**src/design/assert_macros.svh**
```systemverilog
// ----------------------------------------------------------------------------
// assertion macros
// shared concurrent assertion forms, clocked and disabled during reset
// ----------------------------------------------------------------------------
`ifndef ASSERT_MACROS_SVH
`define ASSERT_MACROS_SVH

// same-cycle implication
`define ASSERT_SAME(label, clk, rst_n, ante, cons, msg) \
  label: assert property (@(posedge clk) disable iff (!rst_n) (ante) |-> (cons)) \
    else $error(msg);

// next-cycle implication
`define ASSERT_NEXT(label, clk, rst_n, ante, cons, msg) \
  label: assert property (@(posedge clk) disable iff (!rst_n) (ante) |=> (cons)) \
    else $error(msg);

`endif

```
**src/design/iphs_pkg.sv**
```systemverilog
// ----------------------------------------------------------------------------
// iphs_pkg
// types and constants of the peak-and-hold injector sequencer
// ----------------------------------------------------------------------------
package iphs_pkg;

  localparam int PULSE_W  = 16;
  localparam int PERIOD_W = 16;
  localparam int TICKS_W  = 10;
  localparam int DUTY_W   = 7;
  localparam int ELAP_W   = 18;
  localparam int CFG_IDX_W  = 4;
  localparam int CFG_DATA_W = 16;

  // duty * period, 7 x 16 bits
  localparam int PROD_W = DUTY_W + PERIOD_W;

  // x / 100 == ((x >> 2) * DIV25_MUL) >> DIV25_SHIFT, exact for x < 2**23
  localparam int                DIV25_SHIFT = 26;
  localparam int                DIV25_MUL_W = 22;
  localparam logic [21:0]       DIV25_MUL   = 22'd2684355;

  typedef enum logic [2:0] {
    PH_IDLE   = 3'd0,
    PH_PEAK   = 3'd1,
    PH_SECOND = 3'd2,
    PH_HOLD   = 3'd3,
    PH_OFF    = 3'd4
  } phase_t;

  typedef enum logic [CFG_IDX_W-1:0] {
    REG_PEAK_TICKS   = 4'd0,
    REG_SECOND_TICKS = 4'd1,
    REG_OFF_TICKS    = 4'd2,
    REG_FAST_PERIOD  = 4'd3,
    REG_HOLD_PERIOD  = 4'd4,
    REG_PEAK_DUTY    = 4'd5,
    REG_SECOND_DUTY  = 4'd6,
    REG_HOLD_DUTY    = 4'd7
  } reg_idx_t;

  localparam logic [TICKS_W-1:0]  RST_PEAK_TICKS   = 10'd57;
  localparam logic [TICKS_W-1:0]  RST_SECOND_TICKS = 10'd55;
  localparam logic [TICKS_W-1:0]  RST_OFF_TICKS    = 10'd20;
  localparam logic [PERIOD_W-1:0] RST_FAST_PERIOD  = 16'd800;
  localparam logic [PERIOD_W-1:0] RST_HOLD_PERIOD  = 16'd2000;
  localparam logic [DUTY_W-1:0]   RST_PEAK_DUTY    = 7'd32;
  localparam logic [DUTY_W-1:0]   RST_SECOND_DUTY  = 7'd83;
  localparam logic [DUTY_W-1:0]   RST_HOLD_DUTY    = 7'd90;

endpackage

```
**src/design/iphs_if.sv**
```systemverilog
// ----------------------------------------------------------------------------
// iphs channel interfaces
// valid/ready channels for items, results and register writes
// ----------------------------------------------------------------------------
interface iphs_in_if;
  logic                          valid;
  logic                          ready;
  logic                          mode;
  logic [iphs_pkg::PULSE_W-1:0]  pulse_time_us;

  modport source (output valid, mode, pulse_time_us, input ready);
  modport sink   (input valid, mode, pulse_time_us, output ready);
endinterface

interface iphs_out_if;
  logic                          valid;
  logic                          ready;
  logic                          injector_on;
  logic                          pwm_running;
  logic [iphs_pkg::PERIOD_W-1:0] pwm_period;
  logic [iphs_pkg::PERIOD_W-1:0] pwm_high_count;
  logic [2:0]                    phase;
  logic                          done_res;

  modport source (output valid, injector_on, pwm_running, pwm_period, pwm_high_count,
                  phase, done_res, input ready);
  modport sink   (input valid, injector_on, pwm_running, pwm_period, pwm_high_count,
                  phase, done_res, output ready);
endinterface

interface iphs_cfg_if;
  logic                            valid;
  logic                            ready;
  logic [iphs_pkg::CFG_IDX_W-1:0]  reg_index;
  logic [iphs_pkg::CFG_DATA_W-1:0] wdata;

  modport source (output valid, reg_index, wdata, input ready);
  modport sink   (input valid, reg_index, wdata, output ready);
endinterface

```
**src/design/injector_peak_hold_sequencer_unit.sv**
```systemverilog
// ----------------------------------------------------------------------------
// injector_peak_hold_sequencer_unit
// peak-and-hold injector drive sequencer with tick counter and pwm settings
// ----------------------------------------------------------------------------
// Every input transaction (a tick or a service call) gives one result
// transaction. The unit takes a new transaction every clock cycle while the
// output side is not stalled: it goes through an input register, then the
// sequencer logic that updates the phase state and the result register. The
// pwm high count is duty * period / 100, saturating at 65535; the three
// products are kept in registers that follow the setting registers, so a
// setting takes effect for transactions accepted from the next cycle on. The
// divide by TICK_US of the pulse time is done at the input register. The
// setting port is always ready once out of reset; unknown register indexes
// are ignored.
`include "assert_macros.svh"

module injector_peak_hold_sequencer_unit #(
  parameter int COUNT_WIDTH = 16,
  parameter int TICK_US     = 10
) (
  input  logic clk,
  input  logic rst_n,
  iphs_in_if.sink    in_ch,
  iphs_out_if.source out_ch,
  iphs_cfg_if.sink   cfg_ch
);

  localparam int PULSE_W  = iphs_pkg::PULSE_W;
  localparam int PERIOD_W = iphs_pkg::PERIOD_W;
  localparam int TICKS_W  = iphs_pkg::TICKS_W;
  localparam int DUTY_W   = iphs_pkg::DUTY_W;
  localparam int ELAP_W   = iphs_pkg::ELAP_W;
  localparam int PROD_W   = iphs_pkg::PROD_W;

  // reciprocal of TICK_US, exact for 16-bit pulse times
  localparam int RECIP_SHIFT = PULSE_W + 7;
  localparam int RECIP_W     = RECIP_SHIFT + 1;
  localparam logic [RECIP_W-1:0] TICK_RECIP =
    RECIP_W'(((2 ** RECIP_SHIFT) + TICK_US - 1) / TICK_US);
  localparam int QPROD_W = PULSE_W + RECIP_W;

  localparam int CMP_W = (COUNT_WIDTH > TICKS_W) ? COUNT_WIDTH : TICKS_W;
  localparam int SUM_W = ((COUNT_WIDTH > ELAP_W) ? COUNT_WIDTH : ELAP_W) + 1;

  localparam int Y_W    = PROD_W - 2;
  localparam int DPROD_W = Y_W + iphs_pkg::DIV25_MUL_W;
  localparam int HC_W   = DPROD_W - iphs_pkg::DIV25_SHIFT;

  // setting registers
  logic [TICKS_W-1:0]  peak_ticks_r, second_ticks_r, off_ticks_r;
  logic [PERIOD_W-1:0] fast_period_r, hold_period_r;
  logic [DUTY_W-1:0]   peak_duty_r, second_duty_r, hold_duty_r;
  logic [PROD_W-1:0]   prod_peak_r, prod_second_r, prod_hold_r;

  // handshake
  logic run_r;
  logic s1_valid_r, out_valid_r;
  logic s1_mode_r;
  logic [PULSE_W-1:0] s1_qticks_r;
  logic in_fire, out_adv, s1_fire;
  logic [QPROD_W-1:0] qprod;

  // sequencer state
  iphs_pkg::phase_t   phase_r, phase_nxt;
  logic [COUNT_WIDTH-1:0] tick_r, tick_nxt;
  logic [ELAP_W-1:0]  elapsed_r, elapsed_nxt;
  logic burst_r, burst_nxt;
  logic wait_done_r, wait_done_nxt;
  logic inj_level_r, inj_level_nxt;
  logic pwm_on_r, pwm_on_nxt;
  logic [PERIOD_W-1:0] period_r, period_nxt;
  logic [PERIOD_W-1:0] width_r, width_nxt;
  logic out_done_r, out_done_nxt;

  // pwm high count
  logic [PROD_W-1:0]  prod_sel;
  logic [DPROD_W-1:0] dprod;
  logic [HC_W-1:0]    hc_full;
  logic [PERIOD_W-1:0] hc_sat;

  logic [CMP_W-1:0] tick_cmp;
  logic [SUM_W-1:0] hold_sum;

  assign out_adv = !out_valid_r || out_ch.ready;
  assign s1_fire = s1_valid_r && out_adv;
  assign in_ch.ready = run_r && (!s1_valid_r || out_adv);
  assign in_fire = in_ch.valid && in_ch.ready;
  assign cfg_ch.ready = run_r;

  assign qprod = QPROD_W'(in_ch.pulse_time_us) * QPROD_W'(TICK_RECIP);

  always_ff @(posedge clk) begin
    if (!rst_n) begin
      run_r          <= 1'b0;
      peak_ticks_r   <= iphs_pkg::RST_PEAK_TICKS;
      second_ticks_r <= iphs_pkg::RST_SECOND_TICKS;
      off_ticks_r    <= iphs_pkg::RST_OFF_TICKS;
      fast_period_r  <= iphs_pkg::RST_FAST_PERIOD;
      hold_period_r  <= iphs_pkg::RST_HOLD_PERIOD;
      peak_duty_r    <= iphs_pkg::RST_PEAK_DUTY;
      second_duty_r  <= iphs_pkg::RST_SECOND_DUTY;
      hold_duty_r    <= iphs_pkg::RST_HOLD_DUTY;
    end else begin
      run_r <= 1'b1;
      if (cfg_ch.valid && cfg_ch.ready) begin
        case (cfg_ch.reg_index)
          iphs_pkg::REG_PEAK_TICKS:   peak_ticks_r   <= cfg_ch.wdata[TICKS_W-1:0];
          iphs_pkg::REG_SECOND_TICKS: second_ticks_r <= cfg_ch.wdata[TICKS_W-1:0];
          iphs_pkg::REG_OFF_TICKS:    off_ticks_r    <= cfg_ch.wdata[TICKS_W-1:0];
          iphs_pkg::REG_FAST_PERIOD:  fast_period_r  <= cfg_ch.wdata[PERIOD_W-1:0];
          iphs_pkg::REG_HOLD_PERIOD:  hold_period_r  <= cfg_ch.wdata[PERIOD_W-1:0];
          iphs_pkg::REG_PEAK_DUTY:    peak_duty_r    <= cfg_ch.wdata[DUTY_W-1:0];
          iphs_pkg::REG_SECOND_DUTY:  second_duty_r  <= cfg_ch.wdata[DUTY_W-1:0];
          iphs_pkg::REG_HOLD_DUTY:    hold_duty_r    <= cfg_ch.wdata[DUTY_W-1:0];
          default: ;
        endcase
      end
    end
  end

  // products are registered from the settings and follow them in the cycle after
  always_ff @(posedge clk) begin
    prod_peak_r   <= PROD_W'(peak_duty_r) * PROD_W'(fast_period_r);
    prod_second_r <= PROD_W'(second_duty_r) * PROD_W'(fast_period_r);
    prod_hold_r   <= PROD_W'(hold_duty_r) * PROD_W'(hold_period_r);
  end

  // input register
  always_ff @(posedge clk) begin
    if (!rst_n) begin
      s1_valid_r <= 1'b0;
    end else if (in_fire) begin
      s1_valid_r <= 1'b1;
    end else if (s1_fire) begin
      s1_valid_r <= 1'b0;
    end
  end

  always_ff @(posedge clk) begin
    if (in_fire) begin
      s1_mode_r   <= in_ch.mode;
      s1_qticks_r <= qprod[RECIP_SHIFT +: PULSE_W];
    end
  end

  // duty * period / 100 for the product the current phase needs
  always_comb begin
    case (phase_r)
      iphs_pkg::PH_PEAK:   prod_sel = prod_peak_r;
      iphs_pkg::PH_SECOND: prod_sel = prod_second_r;
      default:             prod_sel = prod_hold_r;
    endcase
    dprod   = DPROD_W'(prod_sel[PROD_W-1:2]) * DPROD_W'(iphs_pkg::DIV25_MUL);
    hc_full = dprod[DPROD_W-1:iphs_pkg::DIV25_SHIFT];
    hc_sat  = (hc_full > HC_W'({PERIOD_W{1'b1}})) ? {PERIOD_W{1'b1}}
                                                  : hc_full[PERIOD_W-1:0];
  end

  assign tick_cmp = CMP_W'(tick_r);
  // signed hold compare rewritten as tick + elapsed > pulse / TICK_US
  assign hold_sum = SUM_W'(tick_r) + SUM_W'(elapsed_r);

  always_comb begin
    phase_nxt     = phase_r;
    tick_nxt      = tick_r;
    elapsed_nxt   = elapsed_r;
    burst_nxt     = burst_r;
    wait_done_nxt = wait_done_r;
    inj_level_nxt = inj_level_r;
    pwm_on_nxt    = pwm_on_r;
    period_nxt    = period_r;
    width_nxt     = width_r;
    out_done_nxt  = 1'b0;

    if (!s1_mode_r) begin
      if (tick_r != {COUNT_WIDTH{1'b1}}) begin
        tick_nxt = tick_r + 1'b1;
      end
    end else if (wait_done_r) begin
      wait_done_nxt = 1'b0;
      out_done_nxt  = 1'b1;
    end else begin
      case (phase_r)
        iphs_pkg::PH_IDLE: begin
          tick_nxt    = '0;
          elapsed_nxt = '0;
          burst_nxt   = 1'b1;
          phase_nxt   = iphs_pkg::PH_PEAK;
        end
        iphs_pkg::PH_PEAK: begin
          period_nxt = fast_period_r;
          width_nxt  = hc_sat;
          pwm_on_nxt = 1'b1;
          if (tick_cmp > CMP_W'(peak_ticks_r)) begin
            phase_nxt   = iphs_pkg::PH_SECOND;
            tick_nxt    = '0;
            elapsed_nxt = elapsed_r + ELAP_W'(peak_ticks_r);
          end
        end
        iphs_pkg::PH_SECOND: begin
          width_nxt = hc_sat;
          if (tick_cmp > CMP_W'(second_ticks_r)) begin
            phase_nxt   = iphs_pkg::PH_HOLD;
            tick_nxt    = '0;
            elapsed_nxt = elapsed_r + ELAP_W'(second_ticks_r);
          end
        end
        iphs_pkg::PH_HOLD: begin
          period_nxt = hold_period_r;
          width_nxt  = hc_sat;
          if (hold_sum > SUM_W'(s1_qticks_r)) begin
            phase_nxt   = iphs_pkg::PH_OFF;
            tick_nxt    = '0;
            period_nxt  = fast_period_r;
            elapsed_nxt = ELAP_W'(s1_qticks_r);
          end
        end
        iphs_pkg::PH_OFF: begin
          pwm_on_nxt = 1'b0;
          if (tick_cmp > CMP_W'(off_ticks_r)) begin
            phase_nxt   = iphs_pkg::PH_IDLE;
            tick_nxt    = '0;
            elapsed_nxt = elapsed_r + ELAP_W'(off_ticks_r);
            burst_nxt   = 1'b0;
          end
        end
        default: begin
          phase_nxt = iphs_pkg::PH_IDLE;
        end
      endcase
      inj_level_nxt = burst_nxt;
      if (!burst_nxt) begin
        wait_done_nxt = 1'b1;
      end
    end
  end

  // sequencer state doubles as the result register
  always_ff @(posedge clk) begin
    if (!rst_n) begin
      phase_r     <= iphs_pkg::PH_IDLE;
      tick_r      <= '0;
      elapsed_r   <= '0;
      burst_r     <= 1'b0;
      wait_done_r <= 1'b0;
      inj_level_r <= 1'b0;
      pwm_on_r    <= 1'b0;
      period_r    <= '0;
      width_r     <= '0;
      out_done_r  <= 1'b0;
      out_valid_r <= 1'b0;
    end else begin
      if (s1_fire) begin
        phase_r     <= phase_nxt;
        tick_r      <= tick_nxt;
        elapsed_r   <= elapsed_nxt;
        burst_r     <= burst_nxt;
        wait_done_r <= wait_done_nxt;
        inj_level_r <= inj_level_nxt;
        pwm_on_r    <= pwm_on_nxt;
        period_r    <= period_nxt;
        width_r     <= width_nxt;
        out_done_r  <= out_done_nxt;
      end
      if (out_adv) begin
        out_valid_r <= s1_valid_r;
      end
    end
  end

  assign out_ch.valid          = out_valid_r;
  assign out_ch.injector_on    = inj_level_r;
  assign out_ch.pwm_running    = pwm_on_r;
  assign out_ch.pwm_period     = period_r;
  assign out_ch.pwm_high_count = width_r;
  assign out_ch.phase          = phase_r;
  assign out_ch.done_res       = out_done_r;

  `ASSERT_SAME(a_burst_phase, clk, rst_n, 1'b1, burst_r == (phase_r != iphs_pkg::PH_IDLE), "burst flag and phase disagree")
  `ASSERT_SAME(a_pwm_idle, clk, rst_n, pwm_on_r, phase_r != iphs_pkg::PH_IDLE, "pwm running while idle")
  `ASSERT_SAME(a_wait_idle, clk, rst_n, wait_done_r, phase_r == iphs_pkg::PH_IDLE && !inj_level_r, "done pending outside idle")
  `ASSERT_NEXT(a_done_next, clk, rst_n, s1_fire && s1_mode_r && wait_done_r, out_done_r && out_valid_r && !wait_done_r, "missing done result")

endmodule
```
**src/flat_wrapper.sv**
```systemverilog
// flat-port wrapper written by rule: the top's interface ports become plain ports
module injector_peak_hold_sequencer_unit_flat 
#(
  parameter int COUNT_WIDTH = 16,
  parameter int TICK_US     = 10
)
  (clk, rst_n, in_ch_valid, in_ch_mode, in_ch_pulse_time_us, in_ch_ready, out_ch_valid, out_ch_injector_on, out_ch_pwm_running, out_ch_pwm_period, out_ch_pwm_high_count, out_ch_phase, out_ch_done_res, out_ch_ready, cfg_ch_valid, cfg_ch_reg_index, cfg_ch_wdata, cfg_ch_ready);
  iphs_in_if in_ch_i ();
  iphs_out_if out_ch_i ();
  iphs_cfg_if cfg_ch_i ();
  input  logic clk;
  input  logic rst_n;
  input wire logic [$bits(in_ch_i.valid)-1:0] in_ch_valid;
  input wire logic [$bits(in_ch_i.mode)-1:0] in_ch_mode;
  input wire logic [$bits(in_ch_i.pulse_time_us)-1:0] in_ch_pulse_time_us;
  output wire logic [$bits(in_ch_i.ready)-1:0] in_ch_ready;
  output wire logic [$bits(out_ch_i.valid)-1:0] out_ch_valid;
  output wire logic [$bits(out_ch_i.injector_on)-1:0] out_ch_injector_on;
  output wire logic [$bits(out_ch_i.pwm_running)-1:0] out_ch_pwm_running;
  output wire logic [$bits(out_ch_i.pwm_period)-1:0] out_ch_pwm_period;
  output wire logic [$bits(out_ch_i.pwm_high_count)-1:0] out_ch_pwm_high_count;
  output wire logic [$bits(out_ch_i.phase)-1:0] out_ch_phase;
  output wire logic [$bits(out_ch_i.done_res)-1:0] out_ch_done_res;
  input wire logic [$bits(out_ch_i.ready)-1:0] out_ch_ready;
  input wire logic [$bits(cfg_ch_i.valid)-1:0] cfg_ch_valid;
  input wire logic [$bits(cfg_ch_i.reg_index)-1:0] cfg_ch_reg_index;
  input wire logic [$bits(cfg_ch_i.wdata)-1:0] cfg_ch_wdata;
  output wire logic [$bits(cfg_ch_i.ready)-1:0] cfg_ch_ready;
  assign in_ch_i.valid = in_ch_valid;
  assign in_ch_i.mode = in_ch_mode;
  assign in_ch_i.pulse_time_us = in_ch_pulse_time_us;
  assign in_ch_ready = in_ch_i.ready;
  assign out_ch_valid = out_ch_i.valid;
  assign out_ch_injector_on = out_ch_i.injector_on;
  assign out_ch_pwm_running = out_ch_i.pwm_running;
  assign out_ch_pwm_period = out_ch_i.pwm_period;
  assign out_ch_pwm_high_count = out_ch_i.pwm_high_count;
  assign out_ch_phase = out_ch_i.phase;
  assign out_ch_done_res = out_ch_i.done_res;
  assign out_ch_i.ready = out_ch_ready;
  assign cfg_ch_i.valid = cfg_ch_valid;
  assign cfg_ch_i.reg_index = cfg_ch_reg_index;
  assign cfg_ch_i.wdata = cfg_ch_wdata;
  assign cfg_ch_ready = cfg_ch_i.ready;
  injector_peak_hold_sequencer_unit #(.COUNT_WIDTH(COUNT_WIDTH), .TICK_US(TICK_US)) u_core (.clk(clk), .rst_n(rst_n), .in_ch(in_ch_i), .out_ch(out_ch_i), .cfg_ch(cfg_ch_i));
endmodule
```
**config.mk**
```make
export PLATFORM = sky130hd
export DESIGN_NAME = injector_peak_hold_sequencer_unit_flat
export DESIGN_NICKNAME = d
export VERILOG_FILES = /design/src/design/iphs_pkg.sv /design/src/design/iphs_if.sv /design/src/design/injector_peak_hold_sequencer_unit.sv /design/src/flat_wrapper.sv
export VERILOG_INCLUDE_DIRS = /design/src /design/src/design
export SDC_FILE = /design/constraint.sdc
export NUM_CORES = 2
export LEC_CHECK = 0
export ABC_CLOCK_PERIOD_IN_PS = 10250
export BUFFER_PORTS_ARGS = -buffer_cell sky130_fd_sc_hd__buf_2
export CAP_MARGIN = 30
export CORE_MARGIN = 2
export CORE_UTILIZATION = 35
export DETAILED_ROUTE_END_ITERATION = 16
export GPL_TIMING_DRIVEN = 0
export HOLD_SLACK_MARGIN = 0.1
export PLACE_DENSITY_LB_ADDON = 0.25
export SYNTH_ARGS = -nofsm -noshare
export SYNTH_HDL_FRONTEND = slang
export SYNTH_SLANG_ARGS = --single-unit
export TNS_END_PERCENT = 30
```
**constraint.sdc**
```tcl
create_clock -name clk -period 10.25 [get_ports clk]
set_input_delay 0.5125 -clock clk [delete_from_list [all_inputs] [get_ports clk]]
set_output_delay 0.5125 -clock clk [all_outputs]
set_load 0.01 [all_outputs]
```
==> key figures <==
Logic synthesis
  – Synth Instances: 3,511
  – Share of the synthesized area in the top cell type: 0.2749
  – Syn_area_per_cell: approximately 9 um2
  – Ys async rst share: 0
  – Leading area contributor after synthesis: fa_1
  – Post-synthesis sequential area ratio: 0.1511
  – Synthesized flop and latch total: 236
  – Post-synth top cells: inv_1, ha_1, fa_1
  – Top cells by area, synth: fa_1, ha_1, dfxtp_1
  – Synth cell types: 87
  – Yosys warns: 0
  – Syn Std Cell Area: roughly 32,000 um2
  – Count leader, synth: inv_1
  – EDFF count, synth: 14
  – Primary FF master, synth: dfxtp_1
  – Syn nets: 4,516

Timing
  – Slew Limit Fails: 0
  – Fin Setup TNS: 0 ns
  – F_max: roughly 110 MHz
  – Final Hold Vio Count: 0
  – Tcrit/Tclk final: 0.9291
  – RSZ-0062 raised after global routing: false
  – Worst hold slack: between 0.15 and 0.2 ns
  – Slew HR: 0.3465
  – Fin crit period: 9.523 ns
  – Final setup fails: 0
  – Clock skew: 0.01578 ns
  – Slew @ Worst Pin: 0.9728 ns

Global routing
  – Grt peak-use layer: met2
  – Met2 usage: 0.3127
  – Met1 global-route usage: 0.2735
  – Largest net degree at the start of global routing: 16
  – First-pass GRT wire length: ~140,000 um
  – Vias in the first global route: roughly 25,000
  – Final global-route overflow total: 0
  – GRT Overall Usage: 0.1931
  – Met3 GRT Util: 0.02980
  – Initial antenna violation count: 3

Worst setup path
  – Setup crit end kind: flip-flop
  – Worst setup startpoint: u_core.out_ch.phase[1]
  – CP max stage delay: 0.70 ns
  – Critical Path Fanout Max: 10
  – CP max stage cell: fa_1
  – Worst Path Buf+Inv: 7
  – Worst R2R Start: u_core.out_ch.phase[1]
  – Crit start category: flip-flop
  – Crit. path cell count: 29
  – Required @ worst endpoint: roughly 11 ns
  – Crit path DAT: between 10 and 15 ns
  – Worst Reg-to-Reg Cells: 29
  – Type of the worst setup path: flip-flop to flip-flop
  – CP most frequent cell: fa_1
  – CP top delay family: adder cells

Layout
  – Final Non-Filler Cells: 4,831
  – Multi-input logic area: 24,520 um2
  – Layout cells sized above 1: 0.04912
  – # fillers: 9,350
  – Area delta synth->final: 9.105%
  – Nets: ~4,600
  – Register area: 4865 um2

Routing
  – Drt first pass iters: 5
  – DR WL/cell: 18.68 um
  – DRT iter0 DRCs: 1,217
  – Residual DRC count: 0
  – Antenna Nets Post-Route: 0
  – Post-Route WL: 90,240 um
  – Via count: 24,160
  – Avg Vias per Cell: ~5.0

Place
  – Placer congestion estimate: 0.9051
  – Post-placement cell count: roughly 4,800
  – DP Wirelength: 75,950 um
  – IO Port Bufs: 75

Min path
  – Hold Crit Depth: 3
  – Hold path startpoint: cfg_ch_wdata[11]
  – HP Class: input port to flip-flop

Clock network
  – Clock Path Buffers: 3
  – Clk_lat worst skew: 0.61 ns
  – Post-cts sizing count: 0
  – Clock transition at path regs: ~0.06 ns
  – Post CTS Setup Buffer Count: 0
  – CTS tree: done
  – Num CTS Buffers: 29
  – CTS sink cnt: 236
  – Root Buffer: clkbuf_16
  – H-tree depth: 1

Run
  – Max cap viols: 0

Floorplanning
  – Core outline area: 91,390 um2
  – Site row count: 111
  – Chip height: 307.2 um
  – # IOs: 83
  – Die X-Extent: 307.2 um
  – Initial Utilization: 0.3522
  – Die Area: 94,400 um2

Outcome
  – Outcome: completed
==> routing by layer <==
| metal | up-vias | share of wire |
|---|---|---|
| met2 | 533 | 0.45 |
| met4 | 0 | 0.020 |
| li1 | 11640 | - |
| met3 | 96 | 0.057 |
| met5 | - | 0 |
| met1 | 11890 | 0.48 |
==> stage by stage <==
stage	setup slack, ns	cell area [um2]	utilization
after detailed placement	0.7395	34080	0.3730
final	0.7268	35110	0.3843
after floorplan	2.347	32180	-
after CTS	0.7044	35110	0.3842
after global routing	0.2867	35110	0.3842
after global placement	0.7500	34040	0.3725
==> final cells by class <==
type                            count  area share
Clock inverter                     15    0.004632
Antenna cell                        1  0.00007126
Multi-Input combinational cell   2539      0.6983
Inverter                          619     0.06617
Clock buffer                       39     0.02437
Sequential cell                   236      0.1385
Tap cell                         1186     0.04226
Buffer                            117     0.01350
Timing Repair Buffer               79     0.01211
==> kinds of logic after synthesis <==
group / after synthesis / synth area share
AND/OR/NAND/NOR: 921 / 0.1344
multiplexers: 63 / 0.01975
buffers and inverters: 736 / 0.08693
flip-flops: 236 / 0.1511
XOR/XNOR: 100 / 0.02803
AO/OA/AOI/OAI: 492 / 0.1022
adder cells (fa/ha/maj): 963 / 0.4775
==> cell usage in the layout (no fill, tap or decap), types with 10 or more instances in the layout <==
master and n:
o21bai_1 10, nand2_1 420, inv_1 618, and2_1 133
o21a_1 29, and3_1 17, o211ai_1 12, clkbuf_1 110
or3_1 10, nor2_1 140, dfxtp_1 222, a22oi_1 16
or2_2 14, nand3_1 47, mux2i_1 62, a31oi_1 17
nor3_1 38, xor2_1 27, ha_1 521, a221o_1 17
nand2b_1 12, nand4_1 22, clkbuf_16 31, a211oi_1 18
nor2b_1 29, buf_2 77, fa_1 442, o21ai_1 27
a21oi_1 136, a21o_1 34, xnor2_1 71, edfxtp_1 14
o21ai_0 91
==> worst register-to-register path, delay by kind of cell, from the launching register on <==
family	cells	cell delay, ns
XOR/XNOR	1	0.39
flip-flops	1	0.46
AO/OA/AOI/OAI	6	1.60
adder cells (fa/ha/maj)	8	4.04
AND/OR/NAND/NOR	7	1.68
buffers and inverters	7	1.25
==> registers in the layout (all words and copies together), names as in the netlist, 13 cells and up <==
name                          cells
u_core.elapsed_r                 18
u_core.prod_second_r             21
u_core.out_ch.pwm_high_count     16
u_core.prod_hold_r               21
u_core.tick_cmp                  16
u_core.fast_period_r             16
u_core.out_ch.pwm_period         16
u_core.s1_qticks_r               13
u_core.prod_peak_r               21
u_core.hold_period_r             16
==> worst paths after layout <==
kind	end	slack (ns)
worst max register to register	u_core.out_ch.pwm_high_count[7]	0.73
worst min-delay path	u_core.hold_period_r[11]	0.16
worst max-delay path	u_core.out_ch.pwm_high_count[7]	0.73
worst min register to register	u_core.peak_ticks_r[1]	0.46
==> timing repair <==
item | 4_1_cts | 5_1_grt
hold endpoints to repair | 1 | 0
hold buffers | 1 | 0
endpoints found under the setup margin | 0 | 0
Power is left out: the tool's default activity adds up to more than one toggle a clock period on the data nets, which glitch-free logic cannot reach.
